<file path="config.mk">
export PLATFORM = sky130hd
export DESIGN_NAME = ultrasonic_trigger_scheduler_stop
export DESIGN_NICKNAME = d
export VERILOG_FILES = /design/src/rtl/uts_pkg.sv /design/src/rtl/uts_in_stage.sv /design/src/rtl/uts_engine.sv /design/src/rtl/uts_out_stage.sv /design/src/rtl/ultrasonic_trigger_scheduler_stop.sv
export SDC_FILE = /design/constraint.sdc
export NUM_CORES = 1
export LEC_CHECK = 0
export ABC_CLOCK_PERIOD_IN_PS = 3400
export BUFFER_PORTS_ARGS = -buffer_cell sky130_fd_sc_hd__buf_2
export CORE_MARGIN = 5
export CORE_UTILIZATION = 58
export CTS_BUF_LIST = sky130_fd_sc_hd__clkbuf_8 sky130_fd_sc_hd__clkbuf_16
export CTS_CLUSTER_DIAMETER = 50
export DETAILED_ROUTE_END_ITERATION = 8
export PLACE_DENSITY = 0.85
export SETUP_SLACK_MARGIN = 0.05
export SLEW_MARGIN = 0
export SYNTH_ARGS = -nofsm -noshare
export SYNTH_HDL_FRONTEND = slang
export SYNTH_HIERARCHICAL = 1
export SYNTH_SLANG_ARGS = --single-unit
</file>
<file path="constraint.sdc">
create_clock -name clock -period 3.4 [get_ports clock]
set_input_delay 0 -clock clock [delete_from_list [all_inputs] [get_ports clock]]
set_output_delay 0 -clock clock [all_outputs]
set_load 0.03 [all_outputs]
</file>
<file path="src/rtl/uts_pkg.sv">
// ----------------------------------------------------------------------------
// Ultrasonic trigger scheduler package
// Shared codes, reset values and transaction types.
// ----------------------------------------------------------------------------
package uts_pkg;

   localparam logic [1:0] ACT_TICK         = 2'd0;
   localparam logic [1:0] ACT_SET_OVERRIDE = 2'd1;
   localparam logic [1:0] ACT_SET_REAR     = 2'd2;

   localparam logic [7:0] MODE_DRIVE = 8'd15;
   localparam logic [7:0] MODE_PARK  = 8'd30;

   localparam logic [31:0] FIRST_TRIGGER_MS = 32'd200;

   localparam logic [1:0] CSR_TRIGGER_GAP = 2'd0;
   localparam logic [1:0] CSR_BRAKE       = 2'd1;
   localparam logic [1:0] CSR_RELEASE     = 2'd2;

   localparam logic [15:0] GAP_RESET     = 16'd60;
   localparam logic [14:0] BRAKE_RESET   = 15'd300;
   localparam logic [14:0] RELEASE_RESET = 15'd400;

   typedef struct packed {
      logic [1:0]         action;
      logic               command_on;
      logic [31:0]        time_ms;
      logic [7:0]         mode_code;
      logic               front_busy;
      logic               rear_busy;
      logic               front_new;
      logic signed [15:0] front_distance;
      logic               rear_new;
      logic signed [15:0] rear_distance;
   } req_type;

   typedef struct packed {
      logic        fire_front;
      logic        fire_rear;
      logic        safety_stop;
      logic        rear_report_valid;
      logic        rear_report_timeout;
      logic [14:0] rear_report_mm;
      logic        command_ack;
   } rsp_type;

   typedef struct packed {
      logic [1:0]  index;
      logic [15:0] data;
   } csr_type;

endpackage

</file>
<file path="src/rtl/uts_in_stage.sv">
// ----------------------------------------------------------------------------
// Ultrasonic trigger scheduler input stage
// Register one request transaction and hand it on when the engine takes it.
// ----------------------------------------------------------------------------
module uts_in_stage (
   input  logic             clock,
   input  logic             reset,
   input  logic             in_valid,
   output logic             in_ready,
   input  uts_pkg::req_type in_data,
   output logic             out_valid,
   input  logic             out_take,
   output uts_pkg::req_type out_data
);
   import uts_pkg::*;

   logic    valid_ff;
   logic    valid_in;
   req_type data_ff;

   // Free slot, or the held item leaves this cycle.
   assign in_ready = !valid_ff || out_take;
   assign valid_in = (in_valid && in_ready) || (valid_ff && !out_take);

   always_ff @(posedge clock) begin
      if (reset) begin
         valid_ff <= 1'b0;
      end else begin
         valid_ff <= valid_in;
      end
      if (in_valid && in_ready) begin
         data_ff <= in_data;
      end
   end

   assign out_valid = valid_ff;
   assign out_data  = data_ff;

endmodule

</file>
<file path="src/rtl/uts_engine.sv">
// ----------------------------------------------------------------------------
// Ultrasonic trigger scheduler engine
// Hold the scheduler state and settings; work out one result per step.
// ----------------------------------------------------------------------------
module uts_engine (
   input  logic             clock,
   input  logic             reset,
   input  logic             step,
   input  uts_pkg::req_type req,
   input  logic             csr_we,
   input  uts_pkg::csr_type csr,
   output uts_pkg::rsp_type rsp
);
   import uts_pkg::*;

   logic        next_is_rear_ff, next_is_rear_in;
   logic [31:0] next_trigger_ff, next_trigger_in;
   logic        stop_request_ff, stop_request_in;
   logic        front_override_ff, front_override_in;
   logic        rear_enabled_ff, rear_enabled_in;

   logic [15:0] gap_ff;
   logic [14:0] brake_ff;
   logic [14:0] release_ff;

   logic [31:0] since_due;
   logic        mode_on;
   logic        rear_allowed;
   logic        trigger_now;
   logic        front_positive;
   logic        stop_set;

   assign since_due      = req.time_ms - next_trigger_ff;
   assign mode_on        = (req.mode_code == MODE_DRIVE) || (req.mode_code == MODE_PARK);
   assign rear_allowed   = rear_enabled_ff && (req.mode_code == MODE_PARK);
   assign trigger_now    = !since_due[31] && !req.front_busy && !req.rear_busy;
   assign front_positive = !req.front_distance[15] && (req.front_distance != 16'sd0);
   // Set test first, then release test on the updated request.
   assign stop_set       = stop_request_ff || (req.front_distance[14:0] <= brake_ff);

   always_comb begin
      next_is_rear_in   = next_is_rear_ff;
      next_trigger_in   = next_trigger_ff;
      stop_request_in   = stop_request_ff;
      front_override_in = front_override_ff;
      rear_enabled_in   = rear_enabled_ff;
      rsp               = '0;
      unique case (req.action)
         ACT_SET_OVERRIDE: begin
            front_override_in = req.command_on;
            rsp.command_ack   = req.command_on;
         end
         ACT_SET_REAR: begin
            rear_enabled_in = req.command_on;
            rsp.command_ack = req.command_on;
         end
         ACT_TICK: begin
            if (!mode_on) begin
               stop_request_in   = 1'b0;
               front_override_in = 1'b0;
            end else begin
               if (trigger_now) begin
                  if (!next_is_rear_ff) begin
                     rsp.fire_front  = 1'b1;
                     next_is_rear_in = rear_enabled_ff;
                  end else begin
                     rsp.fire_rear   = rear_allowed;
                     next_is_rear_in = 1'b0;
                  end
                  next_trigger_in = req.time_ms + {16'd0, gap_ff};
               end
               if (req.front_new) begin
                  if (front_positive) begin
                     stop_request_in = stop_set && (req.front_distance[14:0] < release_ff);
                  end else begin
                     stop_request_in = 1'b0;
                  end
               end
               rsp.safety_stop = stop_request_in && !front_override_ff;
               if (req.rear_new && rear_allowed) begin
                  rsp.rear_report_valid = 1'b1;
                  if (req.rear_distance[15]) begin
                     rsp.rear_report_timeout = 1'b1;
                  end else begin
                     rsp.rear_report_mm = req.rear_distance[14:0];
                  end
               end
            end
         end
         default: begin
            // unused code: drop the item, result stays zero
         end
      endcase
   end

   always_ff @(posedge clock) begin
      if (reset) begin
         next_is_rear_ff   <= 1'b0;
         next_trigger_ff   <= FIRST_TRIGGER_MS;
         stop_request_ff   <= 1'b0;
         front_override_ff <= 1'b0;
         rear_enabled_ff   <= 1'b0;
         gap_ff            <= GAP_RESET;
         brake_ff          <= BRAKE_RESET;
         release_ff        <= RELEASE_RESET;
      end else begin
         if (step) begin
            next_is_rear_ff   <= next_is_rear_in;
            next_trigger_ff   <= next_trigger_in;
            stop_request_ff   <= stop_request_in;
            front_override_ff <= front_override_in;
            rear_enabled_ff   <= rear_enabled_in;
         end
         if (csr_we) begin
            unique case (csr.index)
               CSR_TRIGGER_GAP: gap_ff     <= csr.data;
               CSR_BRAKE:       brake_ff   <= csr.data[14:0];
               CSR_RELEASE:     release_ff <= csr.data[14:0];
               default: begin
                  // no register here: drop the write
               end
            endcase
         end
      end
   end

endmodule

</file>
<file path="src/rtl/uts_out_stage.sv">
// ----------------------------------------------------------------------------
// Ultrasonic trigger scheduler result stage
// Register one result and hold it until the receiver takes it.
// ----------------------------------------------------------------------------
module uts_out_stage (
   input  logic             clock,
   input  logic             reset,
   input  logic             load,
   output logic             space,
   input  uts_pkg::rsp_type in_data,
   output logic             out_valid,
   input  logic             out_ready,
   output uts_pkg::rsp_type out_data
);
   import uts_pkg::*;

   logic    valid_ff;
   logic    valid_in;
   rsp_type data_ff;

   assign space    = !valid_ff || out_ready;
   assign valid_in = load || (valid_ff && !out_ready);

   always_ff @(posedge clock) begin
      if (reset) begin
         valid_ff <= 1'b0;
      end else begin
         valid_ff <= valid_in;
      end
      if (load) begin
         data_ff <= in_data;
      end
   end

   assign out_valid = valid_ff;
   assign out_data  = data_ff;

endmodule

</file>
<file path="src/rtl/ultrasonic_trigger_scheduler_stop.sv">
// ----------------------------------------------------------------------------
// Ultrasonic trigger scheduler with front stop request
// Top level: request register, scheduler engine and result register.
// ----------------------------------------------------------------------------
// Usage:
//   req_* carries one tick or command transaction; rsp_* returns exactly one
//   result transaction for each, in order. csr_* writes the trigger gap, the
//   brake distance and the release distance; csr_ready is always high. Write
//   settings only while no transaction is in flight.
// Path: an accepted request waits in the request register, is evaluated by the
//   engine and is loaded into the result register, which drives rsp_valid;
//   the load waits while the result register is full.
// Throughput: one transaction per clock while rsp_ready keeps up; the bound
//   is the trigger time compare and hysteresis loop back into the state.
// Reset: state returns to front phase, first trigger at 200 ms, stop request,
//   override and rear enable clear, settings to 60 / 300 / 400; both pipeline
//   registers empty.
// Stall: with rsp_ready low the result register holds its transaction, the
//   request register takes one more, then req_ready drops until space frees.
// ----------------------------------------------------------------------------
module ultrasonic_trigger_scheduler_stop (
   input  logic               clock,
   input  logic               reset,
   // request channel
   input  logic               req_valid,
   output logic               req_ready,
   input  logic [1:0]         req_action,
   input  logic               req_command_on,
   input  logic [31:0]        req_time_ms,
   input  logic [7:0]         req_mode_code,
   input  logic               req_front_busy,
   input  logic               req_rear_busy,
   input  logic               req_front_new,
   input  logic signed [15:0] req_front_distance,
   input  logic               req_rear_new,
   input  logic signed [15:0] req_rear_distance,
   // result channel
   output logic               rsp_valid,
   input  logic               rsp_ready,
   output logic               rsp_fire_front,
   output logic               rsp_fire_rear,
   output logic               rsp_safety_stop,
   output logic               rsp_rear_report_valid,
   output logic               rsp_rear_report_timeout,
   output logic [14:0]        rsp_rear_report_mm,
   output logic               rsp_command_ack,
   // settings write channel
   input  logic               csr_valid,
   output logic               csr_ready,
   input  logic [1:0]         csr_index,
   input  logic [15:0]        csr_wdata
);
   import uts_pkg::*;

   req_type req_in;
   req_type req_held;
   logic    held_valid;
   logic    out_space;
   logic    step;
   rsp_type rsp_next;
   rsp_type rsp_held;
   csr_type csr_wr;

   // Gather the request ports into one transaction.
   assign req_in.action         = req_action;
   assign req_in.command_on     = req_command_on;
   assign req_in.time_ms        = req_time_ms;
   assign req_in.mode_code      = req_mode_code;
   assign req_in.front_busy     = req_front_busy;
   assign req_in.rear_busy      = req_rear_busy;
   assign req_in.front_new      = req_front_new;
   assign req_in.front_distance = req_front_distance;
   assign req_in.rear_new       = req_rear_new;
   assign req_in.rear_distance  = req_rear_distance;

   assign csr_ready    = 1'b1;
   assign csr_wr.index = csr_index;
   assign csr_wr.data  = csr_wdata;

   // Advance the held request whenever the result register has room.
   assign step = held_valid && out_space;

   uts_in_stage u_in (
      .clock     (clock),
      .reset     (reset),
      .in_valid  (req_valid),
      .in_ready  (req_ready),
      .in_data   (req_in),
      .out_valid (held_valid),
      .out_take  (step),
      .out_data  (req_held)
   );

   uts_engine u_engine (
      .clock  (clock),
      .reset  (reset),
      .step   (step),
      .req    (req_held),
      .csr_we (csr_valid && csr_ready),
      .csr    (csr_wr),
      .rsp    (rsp_next)
   );

   uts_out_stage u_out (
      .clock     (clock),
      .reset     (reset),
      .load      (step),
      .space     (out_space),
      .in_data   (rsp_next),
      .out_valid (rsp_valid),
      .out_ready (rsp_ready),
      .out_data  (rsp_held)
   );

   // Spread the held result over the result ports.
   assign rsp_fire_front          = rsp_held.fire_front;
   assign rsp_fire_rear           = rsp_held.fire_rear;
   assign rsp_safety_stop         = rsp_held.safety_stop;
   assign rsp_rear_report_valid   = rsp_held.rear_report_valid;
   assign rsp_rear_report_timeout = rsp_held.rear_report_timeout;
   assign rsp_rear_report_mm      = rsp_held.rear_report_mm;
   assign rsp_command_ack         = rsp_held.command_ack;

endmodule

</file>
Word level (Yosys, flattened, before mapping)
Index checks and enable logic that the tools add are counted.

word-level totals
  logic and storage cells = 96
  flip-flop bits (word level) = 184

cells by class
  bitwise logic cells = 3
  eq/ne operators = 7
  add/sub/neg operators = 2
  magnitude comparators = 2
  mux-type cells = 12
  reduce and logical (&&, ||, !) cells = 43

operators with widths
  cell                                           count
  adder 32 x 16 -> 32 bit                        1
  subtractor 32 bit                              1
  2-to-1 mux 17 bit                              1
  nonzero test 16 bit                            1
  less-or-equal comparator 15 bit                1
  < comparator 15 bit                            1
  2-to-1 mux 15 bit                              1
  AND reduction 2 bit                            6
  logical AND 1 bit                              11
  logical NOT 1 bit                              9
  2-to-1 mux 1 bit                               9
  AND reduction 3 bit                            3
  == test 8 x 4 -> 1 bit, second input constant  1
  == test 8 x 5 -> 1 bit, second input constant  1
  AND reduction 4 bit                            2
  logical OR 1 bit                               6
  == test 2 x 1 -> 1 bit, second input constant  2
  == test 2 bit, second input constant           2
  logical NOT 2 bit                              2
  OR reduction 4 bit                             1
  inverter 1 bit                                 3
  inequality test 2 bit, second input constant   1
  case mux 1 bit (2 select lines)                1
  nonzero test 2 bit                             1
  OR reduction 2 bit                             1

Longest topological paths before layout
Gate-level depths: netlist of the first run.

  depth in word-level cells = 8
  mapped depth = 12

Cells and area by module
Netlist of the first run, hierarchy kept.

modules (own cells, without submodules)
  module                             area an instance (µm²)  instances  seq. area each (µm²)  cells each
  uts_engine                         5719.2                  1          1641.6                730
  uts_in_stage                       2427.3                  1          2392.3                84
  uts_out_stage                      676.9                   1          650.6                 25
  ultrasonic_trigger_scheduler_stop  17.5                    1          0.0                   3

Least setup slack after synthesis of the first run
OpenSTA, ideal clock, no wires.

  path kind = reg-to-reg
  start point = reg u_in.data_ff (netlist bit u_in/out_data[49])
  end point = reg u_engine.next_trigger_ff[7]
  arrival time = 2.763 ns
  setup slack = 0.517 ns
  cell stages (with the launch flop) = 11
  required time = 3.280 ns
  path buffers = 1
  cell sequence = edfxtp_1 > ha_1 > a21o_1 > a221o_1 > a31oi_1 > o21ai_1 > a311oi_2 > mux2i_1 > buf_2 > nor2_1 > a211o_2

on the way
  longest elaborated chain between the ends = 5
  elaborated cells between the ends (all ways) = 6
  those cells by class = add/sub (2); reduce/logical (4)

RTL lines
  item                             line                text
  from (decl)                      uts_in_stage.sv:19  req_type data_ff;
  from (signal assigned)           uts_in_stage.sv:32  data_ff <= in_data;
  subtractor 32 bit                uts_engine.sv:33    assign since_due = req.time_ms - next_trigger_ff;
  logical NOT 1 bit                uts_engine.sv:36    assign trigger_now = !since_due[31] && !req.front_busy && !req.rear_busy;
  logical AND 1 bit (2 in series)  uts_engine.sv:36
  AND reduction 4 bit (no line)    --
  to (signal assigned)             uts_engine.sv:109   next_trigger_ff <= next_trigger_in;
  to (decl)                        uts_engine.sv:17    logic [31:0] next_trigger_ff, next_trigger_in;

Parallel ways exist; a longest one is shown, timed or not.
A chain may end at the register's enable or synchronous reset.

Worst setup path in the final report of the first run
Same ends and word-level chain as after synthesis.

==> results.json, run 1 <==
{
  "nFillCells": 959,
  "fin_crit_ns": 3.083,
  "grt_pass1_vias": 7184,
  "yosysSeqAreaShare_pct": 52.99,
  "die_height_um": 133.5,
  "fin_skew_ns": 0.009481,
  "ys_warn_count": 6,
  "worstPathArrival_ns": 3.39,
  "hold_viol_final": 0,
  "overflow": 0,
  "cts_tree": "yes",
  "slew_violations": 0,
  "drt-initial-drc-count": 534,
  "grt_start_max_net_pins": 46,
  "fin_nets": 1246,
  "relSlewSlack_pct": 24.02,
  "avgSynthCellArea_um2": 10.50,
  "max_freq_mhz": 324.4,
  "synthFlopType": "edfxtp_1",
  "synth_largest_area_cell": "edfxtp_1",
  "setup_tns_ns": 0,
  "multi_input_area_um2": 3784,
  "dieArea_um2": 17810,
  "postCtsSetupRepairBufs": 0,
  "place_ws_ns": 0.4013,
  "synth_nets": 1023,
  "rows": 45,
  "crit_path_max_fanout": 19,
  "ios": 126,
  "post-route-period-util_pct": 90.67,
  "power.leakage_nw": 4.539,
  "rsz0062_at_grt": "no",
  "synth_cell_types": 59,
  "hpwl_mm": 13.47,
  "fin_ws_ns": 0.3174,
  "grt_usage_pct": 25.07,
  "clk_latency_ns": 0.43,
  "ys_ff_latch": 184,
  "wl_per_cell_um": 17.13,
  "ys_top_cells_by_area": "edfxtp_1 (34%), dfxtp_1 (19%), ha_1 (11%), nand2_1 (5.1%), a21oi_1 (4.2%)",
  "synth_top_area_share_pct": 33.97,
  "cts.sinks": 184,
  "cp-end-kind": "register",
  "worst-slew-pin-transition_ns": 1.135,
  "finalSetupViolCount": 0,
  "cts_resized": 0,
  "status": "finished clean",
  "synth-edff-count": 100,
  "antennaDiodeCount": 0,
  "first_pass_iters": 8,
  "synthesis.area_um2": 8841,
  "critPathKind": "reg2reg",
  "port_buffers": 124,
  "startpoint_type": "register",
  "cp_data_required_time_ns": 3.71,
  "antenna_found_initial": 0,
  "vias_per_cell": 5.473,
  "hp-class": "in2reg",
  "peakVddDrop_uv": 397.1,
  "place.gp.congestion": 0.9253,
  "cts-root-buf": "clkbuf_16",
  "power_density_nw_per_um2": 446.4,
  "vias": 6929,
  "netlist_instances": 842,
  "clk_pin_slew_ns": 0.07,
  "wl_mm": 21.69,
  "drcViolationCount": 0,
  "cts_buffers": 17,
  "regArea_um2": 4684,
  "clockBufferDepth": 2,
  "grt_pass1_wl_mm": 35.37,
  "core-area_um2": 15090,
  "antenna_left": 0,
  "initial_core_util_pct": 58.59,
  "async_reset_ff_share_pct": 0,
  "drive_gt1_share_pct": 17.35,
  "maxCapViolCount": 0,
  "die_x_um": 133.5,
  "area_delta_synth_final_pct": 26.85,
  "h-tree-depth": 4
}
==> synth_stat cells (2+ instances only) <==
| master | count |
|---|---|
| nand2b_4 | 2 |
| a21oi_1 | 74 |
| a211oi_2 | 10 |
| nor2_1 | 61 |
| a31oi_1 | 4 |
| a21o_1 | 19 |
| ha_1 | 78 |
| nand2b_1 | 6 |
| xnor2_1 | 21 |
| and3_1 | 7 |
| nor3b_1 | 3 |
| nand2_1 | 119 |
| a211oi_1 | 8 |
| a211o_2 | 3 |
| o21ai_0 | 13 |
| nor4_1 | 3 |
| and4_1 | 2 |
| o211ai_1 | 2 |
| a21oi_2 | 2 |
| and2_1 | 18 |
| xor2_1 | 11 |
| nand4_1 | 10 |
| and3b_1 | 2 |
| nor3_1 | 9 |
| dfxtp_1 | 84 |
| or3b_2 | 2 |
| buf_2 | 2 |
| mux2i_1 | 14 |
| nand3_1 | 13 |
| nor2b_1 | 10 |
| clkbuf_1 | 21 |
| nand3b_1 | 9 |
| o31ai_1 | 2 |
| inv_1 | 69 |
| a211o_1 | 4 |
| edfxtp_1 | 100 |
| o21a_1 | 3 |
==> kinds of logic after synthesis <==
kind of cell	share of synthesized area, %
compound gates	11.44
fa+ha+maj	11.27
xor+xnor	3.170
buf+inv	4.359
flops	52.99
mux	1.585
other cells	0.04242
simple gates	15.16
==> registers in the layout, indices dropped and copies added, names as in the netlist <==
| signal | flops |
|---|---|
| u_in/out_data | 79 |
| u_engine/next_trigger_ff | 32 |
| u_out/out_data | 21 |
| u_engine/gap_ff | 16 |
| u_engine/brake_ff | 15 |
| u_engine/release_ff | 15 |
| u_engine/front_override_ff | 1 |
| u_engine/next_is_rear_ff | 1 |
| u_engine/rear_enabled_ff | 1 |
| u_engine/stop_request_ff | 1 |
| u_in/out_valid | 1 |
| u_out/out_valid | 1 |
==> power by group <==
group          leakage [nW]  switching [mW]  internal [mW]
combinational          2.59           0.312          0.277
clock                 0.304           0.805           1.10
sequential             1.65          0.0625           2.45
total                  4.54            1.18           3.83
==> critical path: stages, from the launching register on <==
cell,delay (ns)
edfxtp_1,0.40
ha_1,0.32
and3_2,0.23
a221o_1,0.30
a31oi_1,0.17
o21ai_1,0.11
a311oi_2,0.44
mux2i_4,0.30
buf_4,0.29
nor2_1,0.08
a211o_2,0.31
==> repair_timing <==
item | in CTS | in global routing
setup endpoints to repair | 0 | 0
endpoints found under the hold margin | 127 | 0
hold buffers | 97 | 0
==> worst paths after layout <==
| path | start | end | slack (ns) | cells past startpoint |
|---|---|---|---|---|
| max | u_in/out_data[49]$_DFFE_PP_ | u_engine/next_trigger_ff[7]$_SDFFE_PP1P_ | 0.32 | 10 |
| min | csr_index[0] | u_engine/gap_ff[1]$_SDFFE_PP0P_ | 0.12 | 5 |
| max reg2reg | u_in/out_data[49]$_DFFE_PP_ | u_engine/next_trigger_ff[7]$_SDFFE_PP1P_ | 0.32 | 10 |
| min reg2reg | u_engine/brake_ff[4]$_SDFFE_PP0P_ | u_engine/brake_ff[4]$_SDFFE_PP0P_ | 0.46 | 2 |
==> area by class of cell <==
cell class	instances	share of cell area, %
clock buffer	21	4.385
tap	188	2.098
timing repair buffer	231	14.97
clock inverter	11	0.7252
sequential	184	41.77
inverter	69	2.309
multi-input combinational	562	33.74
==> per-stage QoR <==
stage	std cells	power (mW)	utilization, %	area (um^2)	hold WS (ns)
detailed placement	1137	3.034	64.09	9671	0.1781
global route	1266	5.225	74.32	11210	0.1361
global placement	1137	3.017	64.09	9671	0.1761
finish	1266	5.006	74.32	11210	0.1153
floorplan	842	2.861	-	8841	0.06244
CTS	1266	4.999	74.32	11210	0.07934
==> cells in the final DEF (no fill, tap or decap), types with 11 or more instances in the layout <==
cell and count:
ha_1 78, nand2_1 119, mux2i_1 13, xnor2_1 21, and2_1 18, clkbuf_16 18, nand3_1 13, a21o_1 19
dlygate4sd3_1 97, o21ai_0 13, xor2_1 11, dfxtp_1 84, nor2_1 61, buf_2 124, inv_1 73, edfxtp_1 100
a21oi_1 74
==> per-layer routing <==
metal	GRT usage (%)	up-vias	share of wire, %
met5	0	-	0
met2	45.23	252	51
met3	5.929	59	6.6
met4	8.286	0	2.7
met1	29.42	3245	39
li1	-	3373	-
Note: power is estimated with default switching activity, not from simulation.
==> run 2: changes to the inputs <==
--- a/config.mk
+++ b/config.mk
@@ -5,10 +5,11 @@
 export SDC_FILE = /design/constraint.sdc
 export NUM_CORES = 1
 export LEC_CHECK = 0
-export ABC_CLOCK_PERIOD_IN_PS = 3400
+export ABC_AREA = 1
+export ABC_CLOCK_PERIOD_IN_PS = 3150
 export BUFFER_PORTS_ARGS = -buffer_cell sky130_fd_sc_hd__buf_2
 export CORE_MARGIN = 5
-export CORE_UTILIZATION = 58
+export CORE_UTILIZATION = 59
 export CTS_BUF_LIST = sky130_fd_sc_hd__clkbuf_8 sky130_fd_sc_hd__clkbuf_16
 export CTS_CLUSTER_DIAMETER = 50
 export DETAILED_ROUTE_END_ITERATION = 8
==> constraint.sdc (replaced) <==
create_clock -name clock -period 3.15 [get_ports clock]
set_input_delay 0 -clock clock [delete_from_list [all_inputs] [get_ports clock]]
set_output_delay 0 -clock clock [all_outputs]
set_load 0.03 [all_outputs]
==> run 2 against run 1 <==
Compared with the run above:
- non-clock buffer count increased by 5
- clock-buffer cell count fell by 4
- clock power is 19% higher
- via count up 27%
- critical endpoint is now u_engine/next_trigger_ff[6]$_SDFFE_PP1P_
- routed wire length grew 22%
- highest routed layer unchanged
==> results.json, run 2 <==
{
  "status": "finished clean",
  "synth_compound_area_share_pct": 6.989,
  "ios": 126,
  "postCtsSetupRepairBufs": 0,
  "core-area_um2": 16470,
  "relSlewSlack_pct": 42.73,
  "holdBufCountCts": 103,
  "post-route-period-util_pct": 90.37,
  "hold_slack_ns": 0.06825,
  "power_density_nw_per_um2": 467.9,
  "synthAdderAreaFrac_pct": 10.10,
  "cts_resized": 0,
  "peakVddDrop_uv": 437.7,
  "cts_tree": "yes",
  "yosysSeqAreaShare_pct": 47.49,
  "worstPathArrival_ns": 3.13,
  "cp-end-kind": "register",
  "cts.sinks": 184,
  "synth-edff-count": 100,
  "hold_viol_final": 0,
  "ys_warn_count": 6,
  "drive_gt1_share_pct": 15.75,
  "slew_violations": 0,
  "vias_per_cell": 5.370,
  "dieArea_um2": 19410,
  "clk_pin_slew_ns": 0.07,
  "cp_data_required_time_ns": 3.43,
  "synth_most_common_cell": "nand2_1",
  "max_freq_mhz": 351.3,
  "rows": 47,
  "drcViolationCount": 0,
  "fin_skew_ns": 0.01395,
  "yosys-top-cells-count": "nand2_1 (297), inv_1 (180), nor2_1 (113)",
  "startpoint_type": "register",
  "fin_crit_ns": 2.847,
  "synthFlopType": "edfxtp_1",
  "h-tree-depth": 4,
  "cts-root-buf": "clkbuf_16",
  "layout_commonest_cell": "nand2_1",
  "place.gp.congestion": 0.9410,
  "grt_pass1_wl_mm": 43.39,
  "clk_latency_ns": 0.44,
  "first_pass_iters": 5,
  "synth_top_family_by_area": "simple AND/OR/NAND/NOR gates",
  "wl_per_cell_um": 16.16,
  "hpwl_mm": 17.08,
  "antenna_left": 0,
  "die_x_um": 139.3,
  "synthesis.area_um2": 9864,
  "worst-slew-pin-transition_ns": 0.8566,
  "finalSetupViolCount": 0,
  "grt_usage_pct": 27.59,
  "fin_nets": 1590,
  "ys_top_cells_by_area": "edfxtp_1 (30%), dfxtp_1 (17%), nand2_1 (11%), ha_1 (9.9%), inv_1 (6.8%)",
  "power.leakage_nw": 5.739,
  "grt_pass1_vias": 8889,
  "antenna_found_initial": 0,
  "antennaDiodeCount": 0,
  "synth_top_area_share_pct": 30.44,
  "avgSynthCellArea_um2": 8.367,
  "synth_cell_types": 40,
  "critPathKind": "reg2reg",
  "area_delta_synth_final_pct": 25.43,
  "initial_core_util_pct": 59.91,
  "netlist_instances": 1179,
  "synth_nets": 1360,
  "clockBufferDepth": 2,
  "grt_start_max_net_pins": 59,
  "maxCapViolCount": 0,
  "async_reset_ff_share_pct": 0,
  "drt-initial-drc-count": 826,
  "port_buffers": 124,
  "rrSetupSlack_ns": 0.30,
  "synth_largest_area_cell": "edfxtp_1",
  "synth_xor_area_share_pct": 1.687,
  "ys_ff_latch": 184,
  "rsz0062_at_grt": "no",
  "synth.area.mux_share_pct": 0,
  "fin_cells": 1642,
  "setup_tns_ns": 0,
  "wl_mm": 26.53,
  "nFillCells": 1121,
  "crit_path_max_fanout": 21,
  "final_util_pct": 75.14,
  "vias": 8818,
  "finalPower_mw": 5.789,
  "overflow": 0,
  "final_cell_mix": "nand2_1 (297), inv_1 (180), buf_2 (124)",
  "largest_reg_flops": 79,
  "die_height_um": 139.3,
  "placed_cells_incl_taps": 1507,
  "cts_buffers": 17,
  "hp-class": "in2reg",
  "synthSimpleGateAreaFrac_pct": 25.16
}
[run 2: final timing paths]
kind | from | endpoint | depth (start not counted)
max reg2reg | u_in/out_data[64]$_DFFE_PP_ | u_engine/next_trigger_ff[6]$_SDFFE_PP1P_ | 12
min | csr_index[0] | u_engine/brake_ff[5]$_SDFFE_PP1P_ | 5
max | u_in/out_data[64]$_DFFE_PP_ | u_engine/next_trigger_ff[6]$_SDFFE_PP1P_ | 12
min reg2reg | u_engine/release_ff[5]$_SDFFE_PP0P_ | u_engine/release_ff[5]$_SDFFE_PP0P_ | 2
[run 2: power breakdown]
part	internal, mW	switching (mW)
logic	0.323	0.480
registers	2.65	0.0700
clock network	1.22	1.04
[run 2: layout make-up]
cell class | instances | area (um^2) | area share [%]
Clock buffer | 17 | 425.4 | 3.438
Clock inverter | 15 | 205.2 | 1.658
Inverter | 187 | 701.9 | 5.673
Multi-Input combinational cell | 783 | 4349 | 35.15
Sequential cell | 184 | 4684 | 37.86
Tap cell | 220 | 275.3 | 2.225
Timing Repair Buffer | 236 | 1732 | 14.00
[run 2: kinds of logic (layout without fill, tap and decap cells)]
logic type,Yosys count,count (layout)
and+or+nand+nor,557,557
buffers and inverters,212,455
DFF,184,184
AOI/OAI and AO/OA,127,127
adders and majority gates,79,79
xor gates and xnor gates,19,19
other,1,1
[run 2: stage by stage]
step | setup slack, ns | instance area [um^2]
after floorplan | 0.1115 | 9876
after CTS | 0.3185 | 12370
final | 0.3034 | 12370
after detailed placement | 0.4716 | 10710
after global placement | 0.5403 | 10710
after global routing | 0.1078 | 12370
[run 2: worst max-delay path, stage by stage (launching register included)]
cell and delay [ns]:
edfxtp_1 0.49, ha_1 0.36, nand2_1 0.09, a21oi_1 0.07, nor2_1 0.12, nand2_1 0.11
a21oi_2 0.23, nand2_1 0.09, nand2_1 0.08, nand4_2 0.49, buf_12 0.39, nand2_1 0.08
nand3_1 0.10
[run 2: routing by layer]
layer,GRT usage [%],share of wire [%],vias to the layer above,routed length (um)
met5,0,0,-,0
met4,8.857,2.1,0,565
met3,6.209,7.1,61,1879
met2,48.19,51,389,13410
met1,33.99,40,4093,10670
li1,-,-,4275,-
